## config.mk

```make
export PLATFORM = sky130hd
export DESIGN_NAME = csv_field_splitter
export DESIGN_NICKNAME = d
export VERILOG_FILES = /design/src/sv/csf_pkg.sv /design/src/sv/csf_parser.sv /design/src/sv/csf_emitter.sv /design/src/sv/csv_field_splitter.sv
export SDC_FILE = /design/constraint.sdc
export NUM_CORES = 1
export LEC_CHECK = 0
export BUFFER_PORTS_ARGS = -buffer_cell sky130_fd_sc_hd__buf_4
export CAP_MARGIN = 30
export CORE_ASPECT_RATIO = 1.5
export CORE_MARGIN = 2
export CORE_UTILIZATION = 50
export DETAILED_ROUTE_END_ITERATION = 7
export PLACE_DENSITY = 0.75
export SYNTH_ARGS = -nofsm -noshare
export SYNTH_HDL_FRONTEND = slang
export SYNTH_SLANG_ARGS = --single-unit
```

## constraint.sdc

```tcl
create_clock -name clk -period 13.8 [get_ports clk]
set_input_delay 1.38 -clock clk [delete_from_list [all_inputs] [get_ports clk]]
set_output_delay 1.38 -clock clk [all_outputs]
set_load 0.02 [all_outputs]
```

## src/sv/csf_pkg.sv

```systemverilog
// Shared types and constants of the CSV field splitter.
// Used by the parser, the emitter, the top level and the checker.
package csf_pkg;

  localparam logic [7:0] QUOTE_BYTE  = 8'h22;
  localparam logic [7:0] LF_BYTE     = 8'h0A;
  localparam logic [7:0] CR_BYTE     = 8'h0D;
  localparam logic [7:0] SEP_RESET   = 8'd44;
  localparam int         MAX_RESULTS = 64;

  typedef struct packed {
    logic [7:0] data_byte;
    logic       is_last_byte;
  } csf_in_t;

  typedef struct packed {
    logic [7:0] out_char;
    logic       field_empty;
    logic       field_end;
    logic       record_end;
    logic       field_overflow;
  } csf_out_t;

  typedef struct packed {
    logic start;
    logic first_q;
    logic last_q;
    logic ovf;
    logic rec;
    logic tail;
  } csf_job_t;

endpackage

```

## src/sv/csf_parser.sv

```systemverilog
// Byte parser of the CSV field splitter: quote parity, line ends, separator register.
// Writes field bytes to the emitter's store and hands it one job per closing byte.
// Depends on csf_pkg.
module csf_parser #(
  parameter int FIELD_DEPTH = 64,
  parameter int LEN_W       = 7,
  parameter int ADDR_W      = 6
) (
  input  logic              clk,
  input  logic              rst_n,
  input  logic              accept,
  input  csf_pkg::csf_in_t  in_req,
  input  logic              cfg_we,
  input  logic [7:0]        cfg_wdata,
  output logic              wr_en,
  output logic [ADDR_W-1:0] wr_addr,
  output logic [7:0]        wr_data,
  output csf_pkg::csf_job_t job,
  output logic [LEN_W-1:0]  job_len
);
  import csf_pkg::*;

  logic [7:0]       sep_r;
  logic [LEN_W-1:0] len_r, len_nxt, len_add;
  logic             inq_r, inq_nxt, inq_tog;
  logic             swallow_r, swallow_nxt;
  logic             rhc_r, rhc_nxt, rhc_add;
  logic             ovf_r, ovf_nxt, ovf_add;
  logic             fq_r, fq_add;
  logic             lq_r, lq_add;
  logic             is_q, is_lf, is_cr, handled, add, close, sep_cl, room, last;

  always_comb begin
    last    = in_req.is_last_byte;
    is_q    = in_req.data_byte == QUOTE_BYTE;
    is_lf   = in_req.data_byte == LF_BYTE;
    is_cr   = in_req.data_byte == CR_BYTE;
    handled = swallow_r && is_lf;
    add     = 1'b0;
    close   = 1'b0;
    sep_cl  = 1'b0;
    inq_tog = inq_r;
    if (handled) begin
      add = inq_r;
    end else if (is_lf || is_cr) begin
      if (inq_r) begin
        add = 1'b1;
      end else begin
        close = 1'b1;
      end
    end else if (is_q) begin
      inq_tog = !inq_r;
      add     = 1'b1;
    end else if (in_req.data_byte == sep_r && !inq_r) begin
      close  = 1'b1;
      sep_cl = 1'b1;
    end else begin
      add = 1'b1;
    end

    room    = len_r < LEN_W'(FIELD_DEPTH);
    len_add = (add && room) ? len_r + LEN_W'(1) : len_r;
    ovf_add = ovf_r | (add & !room);
    fq_add  = (add && room && len_r == '0) ? is_q : fq_r;
    lq_add  = (add && room) ? is_q : lq_r;
    rhc_add = rhc_r | add;

    wr_en   = accept && add && room;
    wr_addr = len_r[ADDR_W-1:0];
    wr_data = in_req.data_byte;

    job.start   = accept && (close || (last && rhc_add));
    job.first_q = fq_add;
    job.last_q  = lq_add;
    job.ovf     = ovf_add;
    job.rec     = !sep_cl;
    job.tail    = sep_cl && last;
    job_len     = len_add;

    len_nxt     = (close || last) ? '0 : len_add;
    ovf_nxt     = (close || last) ? 1'b0 : ovf_add;
    rhc_nxt     = last ? 1'b0 : (close ? sep_cl : rhc_add);
    inq_nxt     = last ? 1'b0 : inq_tog;
    swallow_nxt = last ? 1'b0 : (!handled && is_cr);
  end

  always_ff @(posedge clk) begin
    if (!rst_n) begin
      sep_r     <= SEP_RESET;
      len_r     <= '0;
      inq_r     <= 1'b0;
      swallow_r <= 1'b0;
      rhc_r     <= 1'b0;
      ovf_r     <= 1'b0;
    end else begin
      if (cfg_we) begin
        sep_r <= cfg_wdata;
      end
      if (accept) begin
        len_r     <= len_nxt;
        inq_r     <= inq_nxt;
        swallow_r <= swallow_nxt;
        rhc_r     <= rhc_nxt;
        ovf_r     <= ovf_nxt;
      end
    end
  end

  always_ff @(posedge clk) begin
    if (accept) begin
      fq_r <= fq_add;
      lq_r <= lq_add;
    end
  end

endmodule

```

## src/sv/csf_emitter.sv

```systemverilog
// Field store and emitter of the CSV field splitter.
// Holds the open field in a memory with two read ports, decodes quotes on read-out
// and drives the output register. Depends on csf_pkg.
module csf_emitter #(
  parameter int FIELD_DEPTH = 64,
  parameter int LEN_W       = 7,
  parameter int ADDR_W      = 6
) (
  input  logic              clk,
  input  logic              rst_n,
  input  logic              wr_en,
  input  logic [ADDR_W-1:0] wr_addr,
  input  logic [7:0]        wr_data,
  input  csf_pkg::csf_job_t job,
  input  logic [LEN_W-1:0]  job_len,
  output logic              busy,
  output logic              out_valid,
  input  logic              out_ready,
  output csf_pkg::csf_out_t out_req
);
  import csf_pkg::*;

  localparam int IDX_W     = $clog2(FIELD_DEPTH + 2);
  localparam bit CAN_TRUNC = FIELD_DEPTH >= MAX_RESULTS;

  localparam logic [2:0] S_IDLE  = 3'd0;
  localparam logic [2:0] S_ISSUE = 3'd1;
  localparam logic [2:0] S_DATA  = 3'd2;
  localparam logic [2:0] S_EMPTY = 3'd3;
  localparam logic [2:0] S_TAIL  = 3'd4;

  logic [7:0] mem [FIELD_DEPTH];

  logic [2:0]       state_r, state_nxt;
  logic [IDX_W-1:0] idx_r, idx_nxt, hi_r, hi_nxt;
  logic             strip_r, strip_nxt, rec_r, rec_nxt, ovf_r, ovf_nxt, tail_r, tail_nxt;
  logic             out_valid_r, out_valid_nxt;
  csf_out_t         out_req_r, out_req_nxt, load_val;
  logic [7:0]       rd_a_r, rd_b_r;

  logic [IDX_W-1:0] n_x, lo_x, hi_x, nidx, rd_idx, rd_idx_b;
  logic             strip_x, trunc_x, can_load, pair, is_end, load, rd_en;

  always_comb begin
    n_x     = IDX_W'(job_len);
    strip_x = n_x > IDX_W'(1) && job.first_q && job.last_q;
    trunc_x = CAN_TRUNC && job.tail && !strip_x && n_x == IDX_W'(MAX_RESULTS);
    lo_x    = strip_x ? IDX_W'(1) : '0;
    hi_x    = strip_x ? n_x - IDX_W'(1) : (trunc_x ? IDX_W'(MAX_RESULTS - 1) : n_x);

    can_load = !out_valid_r || out_ready;
    pair     = strip_r && rd_a_r == QUOTE_BYTE && (idx_r + IDX_W'(1) < hi_r)
               && rd_b_r == QUOTE_BYTE;
    nidx     = idx_r + (pair ? IDX_W'(2) : IDX_W'(1));
    is_end   = nidx >= hi_r;

    state_nxt = state_r;
    idx_nxt   = idx_r;
    hi_nxt    = hi_r;
    strip_nxt = strip_r;
    rec_nxt   = rec_r;
    ovf_nxt   = ovf_r;
    tail_nxt  = tail_r;
    load      = 1'b0;
    rd_en     = 1'b0;
    load_val  = '0;

    unique case (state_r)
      S_IDLE: begin
        if (job.start) begin
          idx_nxt   = lo_x;
          hi_nxt    = hi_x;
          strip_nxt = strip_x;
          rec_nxt   = job.rec;
          ovf_nxt   = job.ovf | trunc_x;
          tail_nxt  = job.tail;
          state_nxt = (lo_x >= hi_x) ? S_EMPTY : S_ISSUE;
        end
      end
      S_ISSUE: begin
        rd_en     = 1'b1;
        state_nxt = S_DATA;
      end
      S_DATA: begin
        if (can_load) begin
          load     = 1'b1;
          load_val = '{out_char: rd_a_r, field_empty: 1'b0, field_end: is_end,
                       record_end: is_end & rec_r, field_overflow: is_end & ovf_r};
          if (is_end) begin
            state_nxt = tail_r ? S_TAIL : S_IDLE;
          end else begin
            rd_en   = 1'b1;
            idx_nxt = nidx;
          end
        end
      end
      S_EMPTY: begin
        if (can_load) begin
          load      = 1'b1;
          load_val  = '{out_char: 8'h00, field_empty: 1'b1, field_end: 1'b1,
                        record_end: rec_r, field_overflow: ovf_r};
          state_nxt = tail_r ? S_TAIL : S_IDLE;
        end
      end
      S_TAIL: begin
        if (can_load) begin
          load      = 1'b1;
          load_val  = '{out_char: 8'h00, field_empty: 1'b1, field_end: 1'b1,
                        record_end: 1'b1, field_overflow: 1'b0};
          state_nxt = S_IDLE;
        end
      end
      default: begin
        state_nxt = S_IDLE;
      end
    endcase

    rd_idx        = (state_r == S_DATA) ? nidx : idx_r;
    rd_idx_b      = rd_idx + IDX_W'(1);
    out_valid_nxt = load ? 1'b1 : (out_ready ? 1'b0 : out_valid_r);
    out_req_nxt   = load ? load_val : out_req_r;
  end

  always_ff @(posedge clk) begin
    if (wr_en) begin
      mem[wr_addr] <= wr_data;
    end
    if (rd_en) begin
      rd_a_r <= mem[rd_idx[ADDR_W-1:0]];
      rd_b_r <= mem[rd_idx_b[ADDR_W-1:0]];
    end
  end

  always_ff @(posedge clk) begin
    if (!rst_n) begin
      state_r     <= S_IDLE;
      out_valid_r <= 1'b0;
    end else begin
      state_r     <= state_nxt;
      out_valid_r <= out_valid_nxt;
    end
  end

  always_ff @(posedge clk) begin
    idx_r     <= idx_nxt;
    hi_r      <= hi_nxt;
    strip_r   <= strip_nxt;
    rec_r     <= rec_nxt;
    ovf_r     <= ovf_nxt;
    tail_r    <= tail_nxt;
    out_req_r <= out_req_nxt;
  end

  assign busy      = state_r != S_IDLE;
  assign out_valid = out_valid_r;
  assign out_req   = out_req_r;

endmodule

```

## src/sv/csv_field_splitter.sv

```systemverilog
// CSV field splitter: takes one text byte per request and returns decoded fields byte by byte.
// A byte that does not close a field is taken without holding off input. A byte that closes a field
// with content holds off input while the emitter starts the field store read in its issue state and
// then emits the results, the two-port read of the field store giving one decoded byte per cycle
// while the output does not stall; a field that decodes to nothing gives one empty result, and a
// final separator adds one more empty result for the empty field it closes.
// Instantiates csf_parser and csf_emitter; depends on csf_pkg.
module csv_field_splitter #(
  parameter int FIELD_DEPTH = 64
) (
  input  logic              clk,
  input  logic              rst_n,
  input  logic              in_valid,
  output logic              in_ready,
  input  csf_pkg::csf_in_t  in_req,
  output logic              out_valid,
  input  logic              out_ready,
  output csf_pkg::csf_out_t out_req,
  input  logic              cfg_we,
  input  logic [7:0]        cfg_wdata
);
  import csf_pkg::*;

  localparam int LEN_W  = $clog2(FIELD_DEPTH + 1);
  localparam int ADDR_W = $clog2(FIELD_DEPTH);

  logic              accept, busy, wr_en;
  logic [ADDR_W-1:0] wr_addr;
  logic [7:0]        wr_data;
  csf_job_t          job;
  logic [LEN_W-1:0]  job_len;

  assign in_ready = !busy;
  assign accept   = in_valid && in_ready;

  csf_parser #(
    .FIELD_DEPTH(FIELD_DEPTH),
    .LEN_W      (LEN_W),
    .ADDR_W     (ADDR_W)
  ) u_parser (
    .clk      (clk),
    .rst_n    (rst_n),
    .accept   (accept),
    .in_req   (in_req),
    .cfg_we   (cfg_we),
    .cfg_wdata(cfg_wdata),
    .wr_en    (wr_en),
    .wr_addr  (wr_addr),
    .wr_data  (wr_data),
    .job      (job),
    .job_len  (job_len)
  );

  csf_emitter #(
    .FIELD_DEPTH(FIELD_DEPTH),
    .LEN_W      (LEN_W),
    .ADDR_W     (ADDR_W)
  ) u_emitter (
    .clk      (clk),
    .rst_n    (rst_n),
    .wr_en    (wr_en),
    .wr_addr  (wr_addr),
    .wr_data  (wr_data),
    .job      (job),
    .job_len  (job_len),
    .busy     (busy),
    .out_valid(out_valid),
    .out_ready(out_ready),
    .out_req  (out_req)
  );

endmodule

```

# Word-level counts from Yosys, hierarchy flattened
# Memories as Yosys holds them, arrays and structs flattened. A register that Yosys moved wholly into a read port is not among the register bits.
# Cells that the tools add are included.
dict set report word_totals {
  register_bits 55
  mem_bits_rw 512
  in_bits 22
  output_inout_bits 14
  elab_cells 151
  mem_count 1
}
# name words width rd rd_clocked_by_memory_dff write_ports line
set memory_table {}
lappend memory_table {u_emitter.mem 64 8 2 2 1 csf_emitter.sv:32} ;# logic [7:0] mem [FIELD_DEPTH];
dict set report classes {
  n_addsub 5
  n_lt_le_gt_ge 5
  eq_ne 19
  muxes 54
  bitwise 6
  n_reduce_logical 40
}
# op n
set op_table {}
lappend op_table {{two-way mux 7 bit} 7}
lappend op_table {{one-hot mux 12 bit (3 select lines)} 1}
lappend op_table {{two-way mux 1 bit} 31}
lappend op_table {{== test 8 x 6 -> 1 bit, second input constant} 3}
lappend op_table {{logical AND 1 bit} 18}
lappend op_table {{two-way mux 3 bit} 6}
lappend op_table {{== test 8 x 4 -> 1 bit, second input constant} 2}
lappend op_table {{one-hot mux 3 bit (5 select lines)} 1}
lappend op_table {{adder 7 x 1 -> 7 bit, second input constant} 2}
lappend op_table {{greater-or-equal comparator 7 bit} 2}
lappend op_table {{one-hot mux 7 bit (2 select lines)} 1}
lappend op_table {{two-way mux 12 bit} 1}
lappend op_table {{== test 8 bit} 1}
lappend op_table {{two-way mux 4 bit} 2}
lappend op_table {{!= test 2 x 1 -> 1 bit, second input constant} 4}
lappend op_table {{!= test 2 bit, second input constant} 4}
lappend op_table {{AND reduction 4 bit} 2}
lappend op_table {{adder 7 x 2 -> 7 bit} 1}
lappend op_table {{== test 7 bit, second input constant} 1}
lappend op_table {{> comparator 7 x 1 -> 1 bit, second input constant} 1}
lappend op_table {{zero test 1 bit} 7}
lappend op_table {{zero test 7 bit} 1}
lappend op_table {{< comparator 7 bit} 1}
lappend op_table {{< comparator 7 bit, second input constant} 1}
lappend op_table {{17 further kinds} 28}

# Logic depth before layout (Yosys ltp)
# Gate-level depths: netlist (run 1).
dict set report logic_depth {
  ltp_word 20
  ltp_mapped 26
  depth_no_buf 22
}

# Cells and area by module
# From an unflattened synthesis (run 1), not the netlist that was laid out.
dict set report unflattened {
  hier_cells 2786
  area_unflattened_um2 29592.1
}
# mod instances cells_per_inst area_each_um2 seq_area_each_um2
set modules_own_cells {}
lappend modules_own_cells {csf_emitter 1 2616 28133.2 16836.1}
lappend modules_own_cells {csf_parser 1 168 1448.9 440.4}
lappend modules_own_cells {csv_field_splitter 1 2 10.0 0.0}

# Worst setup path after synthesis (run 1)
# OpenSTA, ideal clock, no wires.
dict set report synth_timing {
  path_type {flip-flop to flip-flop}
  start {register u_emitter.idx_r[2]}
  end {register u_emitter.rd_b_r[1], read port of u_emitter.mem, data pin}
  setup_time_ps 288
  arrival_ps 5136
  t_required_ps 13512
  setup_slack_ps 8376
  stages_incl_launch_ff 26
  path_buffers 6
  period_less_slack_ps 5424
  cell_sequence {edfxtp_1 clkbuf_1 and2_1 clkbuf_1 nand4_1 xnor2_1 ha_1 nor2b_1 nand4_1 nor4_1 nand2_1 ha_1 fa_1 and3_1 a21oi_1 inv_1 clkbuf_1 clkbuf_1 ha_1 clkbuf_1 clkbuf_1 mux4_2 mux2i_1 mux2i_1 mux2i_1 mux2i_1}
}
dict set report synth_between {
  elab_chain_cells 10
  elab_cells_between_ends 12
  cone_classes {add/sub: 3; order compare: 2; mux: 5; reduce/logical: 2}
}
# item line
set synth_lines {}
lappend synth_lines {{start, declared} csf_emitter.sv:35} ;# logic [IDX_W-1:0] idx_r, idx_nxt, hi_r, hi_nxt;
lappend synth_lines {{start signal, assigned} csf_emitter.sv:145} ;# idx_r <= idx_nxt;
lappend synth_lines {{adder 7 x 1 -> 7 bit *} csf_emitter.sv:52} ;# pair = strip_r && rd_a_r == QUOTE_BYTE && (idx_r + IDX_W'(1) < hi_r)
lappend synth_lines {{< comparator 7 bit *} csf_emitter.sv:52}
lappend synth_lines {{logical AND 1 bit *} csf_emitter.sv:52}
lappend synth_lines {{logical AND 1 bit *} csf_emitter.sv:53} ;# && rd_b_r == QUOTE_BYTE;
lappend synth_lines {{two-way mux 2 bit *} csf_emitter.sv:54} ;# nidx = idx_r + (pair ? IDX_W'(2) : IDX_W'(1));
lappend synth_lines {{adder 7 x 2 -> 7 bit *} csf_emitter.sv:54}
lappend synth_lines {{net u_emitter.nidx[1]} csf_emitter.sv:41} ;# logic [IDX_W-1:0] n_x, lo_x, hi_x, nidx, rd_idx, rd_idx_b;
lappend synth_lines {{greater-or-equal comparator 7 bit} csf_emitter.sv:55} ;# is_end = nidx >= hi_r;
lappend synth_lines {{two-way mux 1 bit} csf_emitter.sv:89} ;# if (is_end) begin
lappend synth_lines {{two-way mux 1 bit} csf_emitter.sv:85} ;# if (can_load) begin
lappend synth_lines {{one-hot mux 1 bit (2 select lines)} csf_emitter.sv:68} ;# unique case (state_r)
lappend synth_lines {{end, declared} csf_emitter.sv:39} ;# logic [7:0] rd_a_r, rd_b_r;
# The timed path passes the listed nets; every way through them passes the cells marked *.
# A chain may end at the register's enable or synchronous reset.

# Worst setup path after layout (run 1)
dict set report layout_timing {
  start {register u_emitter.idx_r[1]}
  end {register u_emitter.rd_b_r[1], read port of u_emitter.mem, data pin}
}
dict set report layout_between {
  elab_chain_cells 10
  elab_cells_between_ends 12
  cone_classes {add/sub: 3; order compare: 2; mux: 5; reduce/logical: 2}
}
# item line
set layout_lines {}
lappend layout_lines {{adder 7 x 1 -> 7 bit} csf_emitter.sv:52}
lappend layout_lines {{< comparator 7 bit} csf_emitter.sv:52}
lappend layout_lines {{logical AND 1 bit} csf_emitter.sv:52}
lappend layout_lines {{logical AND 1 bit} csf_emitter.sv:53}
lappend layout_lines {{two-way mux 2 bit} csf_emitter.sv:54}
lappend layout_lines {{adder 7 x 2 -> 7 bit} csf_emitter.sv:54}
lappend layout_lines {{greater-or-equal comparator 7 bit} csf_emitter.sv:55}
lappend layout_lines {{two-way mux 1 bit} csf_emitter.sv:89}
lappend layout_lines {{two-way mux 1 bit} csf_emitter.sv:85}
lappend layout_lines {{one-hot mux 1 bit (2 select lines)} csf_emitter.sv:68}
# Several ways; a longest one is shown, not always the timed one.

==> results of run 1 <==
## cell usage after synthesis (all sizes together), types with 15 or more instances
master,instances,area [um^2]
nand3,17,85.1
and3,143,897
nor2b,15,93.8
buf,73,400
mux2i,132,1320
o21ai,16,80.1
nand2,559,2100
ha,22,275
edfxtp,560,16800
inv,24,90.1
mux4,168,3810
dfxtp,23,460
nor2,96,365
xor2,18,180
a31oi,133,832
clkbuf,81,304
a21oi,24,120
## critical path, cell delays in order, from the launching register on
cell and delay, ns:
edfxtp_1 0.54, ha_1 0.30, xor2_1 0.16, ha_1 0.28, nor2b_1 0.12, o21ai_0 0.14, nand2b_1 0.07, a21oi_1 0.17
nor2b_1 0.07, o21ai_0 0.20, nand2_1 0.09, ha_1 0.31, nand2_1 0.07, and2_4 0.38, inv_8 0.58, buf_4 0.74
buf_12 0.66, mux4_2 0.62, mux2i_1 0.22, mux2i_1 0.11, mux2i_1 0.64, mux2i_1 0.15
## path summary, 6_finish.rpt
check	from	to	slack, ns	depth (start not counted)
worst max-delay path	u_emitter.idx_r[1]$_SDFFCE_PN0P_	u_emitter.rd_b_r[1]$_DFFE_PP_	6.51	21
worst max register to register	u_emitter.idx_r[1]$_SDFFCE_PN0P_	u_emitter.rd_b_r[1]$_DFFE_PP_	6.51	21
worst min register to register	u_parser.swallow_r$_SDFFE_PN0P_	u_parser.swallow_r$_SDFFE_PN0P_	0.47	2
worst min-delay path	u_parser.swallow_r$_SDFFE_PN0P_	u_parser.swallow_r$_SDFFE_PN0P_	0.47	2
## routing by layer
layer,share of wire,up-vias,track usage,wire [um]
li1,-,8384,-,-
met4,0.076,6,0.175,5990
met2,0.51,1183,0.457,40500
met3,0.081,280,0.0391,6400
met1,0.33,9746,0.297,26300
met5,0.00052,-,0,41
## flip-flops by register name, indices dropped and copies added, names as in the netlist, 3 cells and up
| name | count |
|---|---|
| u_emitter.idx_r | 7 |
| u_emitter.rd_a_r | 8 |
| u_parser.len_r | 7 |
| u_emitter.out_req | 12 |
| u_emitter.state_r | 3 |
| u_emitter.rd_b_r | 8 |
| u_emitter.hi_r | 7 |
| u_parser.sep_r | 8 |
| u_emitter.mem | 512 |
## logic make-up after synthesis
family                   after synthesis
AO/OA/AOI/OAI                        221
XOR/XNOR                              31
adder cells (fa/ha/maj)               23
buffers and inverters                178
flip-flops                           583
multiplexers                         300
AND/OR/NAND/NOR                      897
## layout make-up
class	instances	area (um^2)	area share
Timing Repair Buffer	66	531	0.0166
Sequential cell	583	17300	0.541
Tap cell	770	963	0.0302
Clock inverter	35	468	0.0146
Antenna cell	1	2.50	0.0000783
Multi-Input combinational cell	1472	11300	0.353
Inverter	24	100	0.00313
Clock buffer	59	1330	0.0415
## power breakdown
group | internal [mW] | total (mW) | switching [mW]
clock network | 0.882 | 1.54 | 0.660
registers | 1.97 | 1.99 | 0.0161
logic | 0.428 | 1.06 | 0.631
==> results.py, run 1 <==
metrics = {
    "detailed_routing": {
        "ant_nets": 0,
        "firstDrtPassIters": 6,
        "routed_wl_um": 79200,
        "drtIter0Drc": 2484,
        "routedWlPerCell_um": 26.3,
        "via_per_inst": 6.51,
        "drt_drc_violations_left": 0,
        "via_count": 19599,
    },
    "grt": {
        "grt_overflow": 0,
        "track_usage": 0.261,
        "antenna_found_initial": 7,
        "grt_max_degree": 197,
        "grt_pass1_vias": 19533,
        "grt_pass1_wl_um": 119000,
    },
    "logic_synthesis": {
        "synth-adder-area-share": 0.0101,
        "synthCells": 2233,
        "synth.mux.area_fraction": 0.175,
        "synth_nets": 2278,
        "syn_area_um2": 29200,
        "synthArstFlopShare": 0,
        "synth-simple-area-share": 0.137,
        "ys_seq_elements": 583,
        "synthFlopType": "edfxtp_1",
        "ys_types": 71,
        "synth_top_family_by_area": "multiplexers",
        "ys_seq_area_frac": 0.591,
        "syn_avg_cell_area_um2": 13.1,
        "synth_compound_area_frac": 0.0497,
        "synth_edf_count": 560,
        "yosysWarnings": 0,
        "yosys.area_share.xor_xnor": 0.0101,
    },
    "placed_design": {
        "post-dp-hpwl_um": 52000,
        "dp.cells": 2913,
        "routabilityCongestion": 0.932,
        "place_area_um2": 30100,
        "portBuffers": 35,
        "pre_cts_ws_ns": 6.63,
    },
    "clock_tree": {
        "clk_latency_ns": 0.61,
        "clk_pin_slew_ns": 0.07,
        "cts_hold_buffers": 0,
        "cts_tree": "built",
        "numCtsBuffers": 51,
        "cts-root-buf": "clkbuf_16",
        "clock-sinks": 583,
        "cts.path.max_buffers": 3,
        "cts_setup_buffers": 0,
        "htree_levels": 2,
        "cts_resized": 0,
    },
    "floorplan": {
        "io_pins": 36,
        "dieArea_um2": 60500,
        "chipWidth_um": 201,
        "die_y_um": 300,
        "start_util": 0.506,
        "core_um2": 57800,
        "rows": 108,
    },
    "worst_setup_path": {
        "end_kind": "flop",
        "worstPathMaxFanout": 196,
        "crit_required_ns": 14.12,
        "crit_arrival_ns": 7.61,
        "start_kind": "flop",
        "path_class": "flop to flop",
    },
    "sta": {
        "holdWs_ns": 0.468,
        "post-route-worst-setup-slack_ns": 6.51,
        "period_share": 0.528,
        "tns_ns": 0,
        "slew_violations": 0,
        "tightest_slew_ns": 1.20,
        "fmax_ghz": 0.137,
        "final-setup-viol-count": 0,
        "slew_headroom": 0.198,
        "hold_viol_final": 0,
        "fin_crit_ns": 7.29,
        "grt_setup_unrepaired": "false",
        "fin_skew_ns": 0.0320,
    },
    "power_and_ir_drop": {
        "p_total_mw": 4.59,
        "p_leak_nw": 11.2,
        "ir_drop_mv": 0.105,
        "power.density_nw_per_um2": 144,
    },
    "final_layout": {
        "drive_gt1_frac": 0.151,
        "final_common_cell": "edfxtp_1",
        "final_cell_mix": "edfxtp_1 (560), nand2_1 (559), mux4_2 (162), and3_1 (141), a31oi_1 (133)",
        "fin_cells": 3010,
        "final_util": 0.552,
        "fillers": 4550,
        "fin_area_um2": 31900,
        "final_nets": 2243,
        "syn_to_final_growth_pct": 9.26,
    },
    "run": {
        "max_cap_violations": 0,
    },
    "outcome": {
        "status": "completed",
    },
    "hold_path": {
        "min_path_type": "flop to flop",
    },
}
Power figures use the tool's default switching activity.
==> run 2, diff against run 1 <==
==> constraint.sdc (replaced) <==
create_clock -name clk -period 7.2 [get_ports clk]
set_input_delay 0.72 -clock clk [delete_from_list [all_inputs] [get_ports clk]]
set_output_delay 0.72 -clock clk [all_outputs]
set_load 0.02 [all_outputs]
==> run 2 against run 1 <==
  * Routed wire length is 2.2% lower
  * Power is 89% higher
  * Via count fell by 1.1%
  * Die area did not move
  * Hold slack got worse by 0.14 ns
  * Clock power up 84%
  * First-iteration DRC count fell by 4.0%
  * Register-to-register slack lost 5.9 ns
  * Critical path depth unchanged
  * Highest routed layer is now met4
==> results.py, run 2 (synthesis gave the netlist of run 1 again) <==
metrics = {
    "outcome": {
        "status": "completed",
    },
    "placed_design": {
        "portBuffers": 35,
        "routabilityCongestion": 0.941,
        "post-dp-hpwl_um": 51000,
        "dp.cells": 2918,
    },
    "grt": {
        "antenna_found_initial": 0,
        "grt_pass1_wl_um": 116000,
        "grt_max_degree": 185,
        "grt_pass1_vias": 19258,
        "track_usage": 0.255,
        "grt_overflow": 0,
    },
    "floorplan": {
        "rows": 108,
        "dieArea_um2": 60500,
        "chipWidth_um": 201,
        "io_pins": 36,
        "core_um2": 57800,
        "start_util": 0.506,
        "die_y_um": 300,
    },
    "sta": {
        "slew_violations": 0,
        "hold_viol_final": 0,
        "slew_headroom": 0.243,
        "grt_setup_unrepaired": "false",
        "fin_crit_ns": 6.56,
        "period_share": 0.911,
        "tightest_slew_ns": 1.13,
        "fmax_ghz": 0.152,
        "fin_skew_ns": 0.0232,
        "final-setup-viol-count": 0,
        "tns_ns": 0,
    },
    "final_layout": {
        "final_common_cell": "edfxtp_1",
        "fin_cells": 3015,
        "syn_to_final_growth_pct": 9.29,
        "largest_register_ffs": 512,
        "regMostFlops": "u_emitter.mem",
        "fillers": 4612,
        "diodes": 0,
        "multi_input_area_um2": 11300,
        "final_nets": 2247,
        "seqCellArea_um2": 17300,
        "final_cell_mix": "edfxtp_1 (560), nand2_1 (559), mux4_2 (162), and3_1 (141), a31oi_1 (133)",
        "drive_gt1_frac": 0.154,
    },
    "clock_tree": {
        "cts_resized": 0,
        "cts_tree": "built",
        "cts_setup_buffers": 0,
        "clk_pin_slew_ns": 0.08,
        "cts-root-buf": "clkbuf_16",
        "clock-sinks": 583,
        "htree_levels": 2,
        "numCtsBuffers": 51,
        "cts_hold_buffers": 0,
        "clk_latency_ns": 0.62,
        "cts.path.max_buffers": 3,
    },
    "power_and_ir_drop": {
        "power.density_nw_per_um2": 271,
        "p_leak_nw": 11.2,
        "ir_drop_mv": 0.203,
    },
    "worst_setup_path": {
        "cp_top_family": "adder cells",
        "worstPathMaxFanout": 68,
        "cpPeakStageDelay_ns": 0.78,
        "start_kind": "flop",
        "end_kind": "flop",
        "crit_chain": "ha_1 -> xor2_1 -> ha_1 -> nor2b_1 -> o21ai_0 -> nand2b_1 -> a21oi_1 -> nor2b_1 -> o21ai_0 -> nand2_1 -> ha_1 -> fa_1 -> and3_1 -> a21oi_4 -> buf_4 -> nor3_1 -> xor2_4 -> buf_4 -> mux2i_1 -> mux2i_1 -> mux2i_1",
        "crit_arrival_ns": 6.91,
        "path_class": "flop to flop",
        "crit_required_ns": 7.55,
        "crit_buf_inv": 2,
        "slowest_stage": "xor2_4",
    },
    "hold_path": {
        "min_path_type": "input port to flop",
    },
    "detailed_routing": {
        "routed_wl_um": 77400,
        "firstDrtPassIters": 6,
        "via_count": 19374,
        "drtIter0Drc": 2384,
        "ant_nets": 0,
        "via_per_inst": 6.43,
        "routedWlPerCell_um": 25.7,
        "drt_drc_violations_left": 0,
    },
    "run": {
        "max_cap_violations": 0,
    },
}
-- run 2: per-stage QoR --
step | total power, mW | hold WS, ns | instance area, um^2 | setup WS, ns | util
floorplan | 5.25 | 0.443 | 29200 | 1.78 | -
global placement | 5.84 | 0.454 | 30200 | 0.812 | 0.522
detailed placement | 5.88 | 0.465 | 30200 | 0.792 | 0.522
CTS | 8.67 | 0.321 | 31900 | 0.723 | 0.552
global route | 8.92 | 0.345 | 32000 | 0.302 | 0.553
finish | 8.67 | 0.327 | 32000 | 0.640 | 0.553
-- run 2: worst paths after layout --
check	start	end	slack (ns)	depth (start not counted)
max	u_emitter.idx_r[1]$_SDFFCE_PN0P_	u_emitter.rd_b_r[2]$_DFFE_PP_	0.64	21
min reg2reg	u_parser.swallow_r$_SDFFE_PN0P_	u_parser.swallow_r$_SDFFE_PN0P_	0.47	2
max reg2reg	u_emitter.idx_r[1]$_SDFFCE_PN0P_	u_emitter.rd_b_r[2]$_DFFE_PP_	0.64	21
min	cfg_wdata[5]	u_parser.sep_r[5]$_SDFFE_PN1P_	0.33	3
-- run 2: power by group --
part           switching, mW  total, mW  internal, mW  leakage [nW]
Combinational           1.19       2.02         0.829          5.13
Sequential            0.0366       3.81          3.77          5.24
Clock                   1.30       2.84          1.54         0.828
-- run 2: tightest hold or removal path, stage by stage --
cell	delay, ns
buf_4	0.08
mux2i_1	0.05
nand2_1	0.06
-- run 2: layer usage --
| metal | vias up | track usage | wire length [um] |
|---|---|---|---|
| li1 | 8405 | - | - |
| met1 | 9718 | 0.286 | 26200 |
| met2 | 994 | 0.456 | 40100 |
| met3 | 257 | 0.0346 | 5490 |
| met4 | 0 | 0.168 | 5670 |
| met5 | - | 0 | 0 |
-- run 2: cell type report --
cell class / count / area share
well taps: 770 / 0.0301
multi-input cells: 1472 / 0.353
flip-flops and latches: 583 / 0.541
inverters: 24 / 0.00313
clock inverters: 37 / 0.0125
repair buffers: 70 / 0.0188
clock buffers: 59 / 0.0418
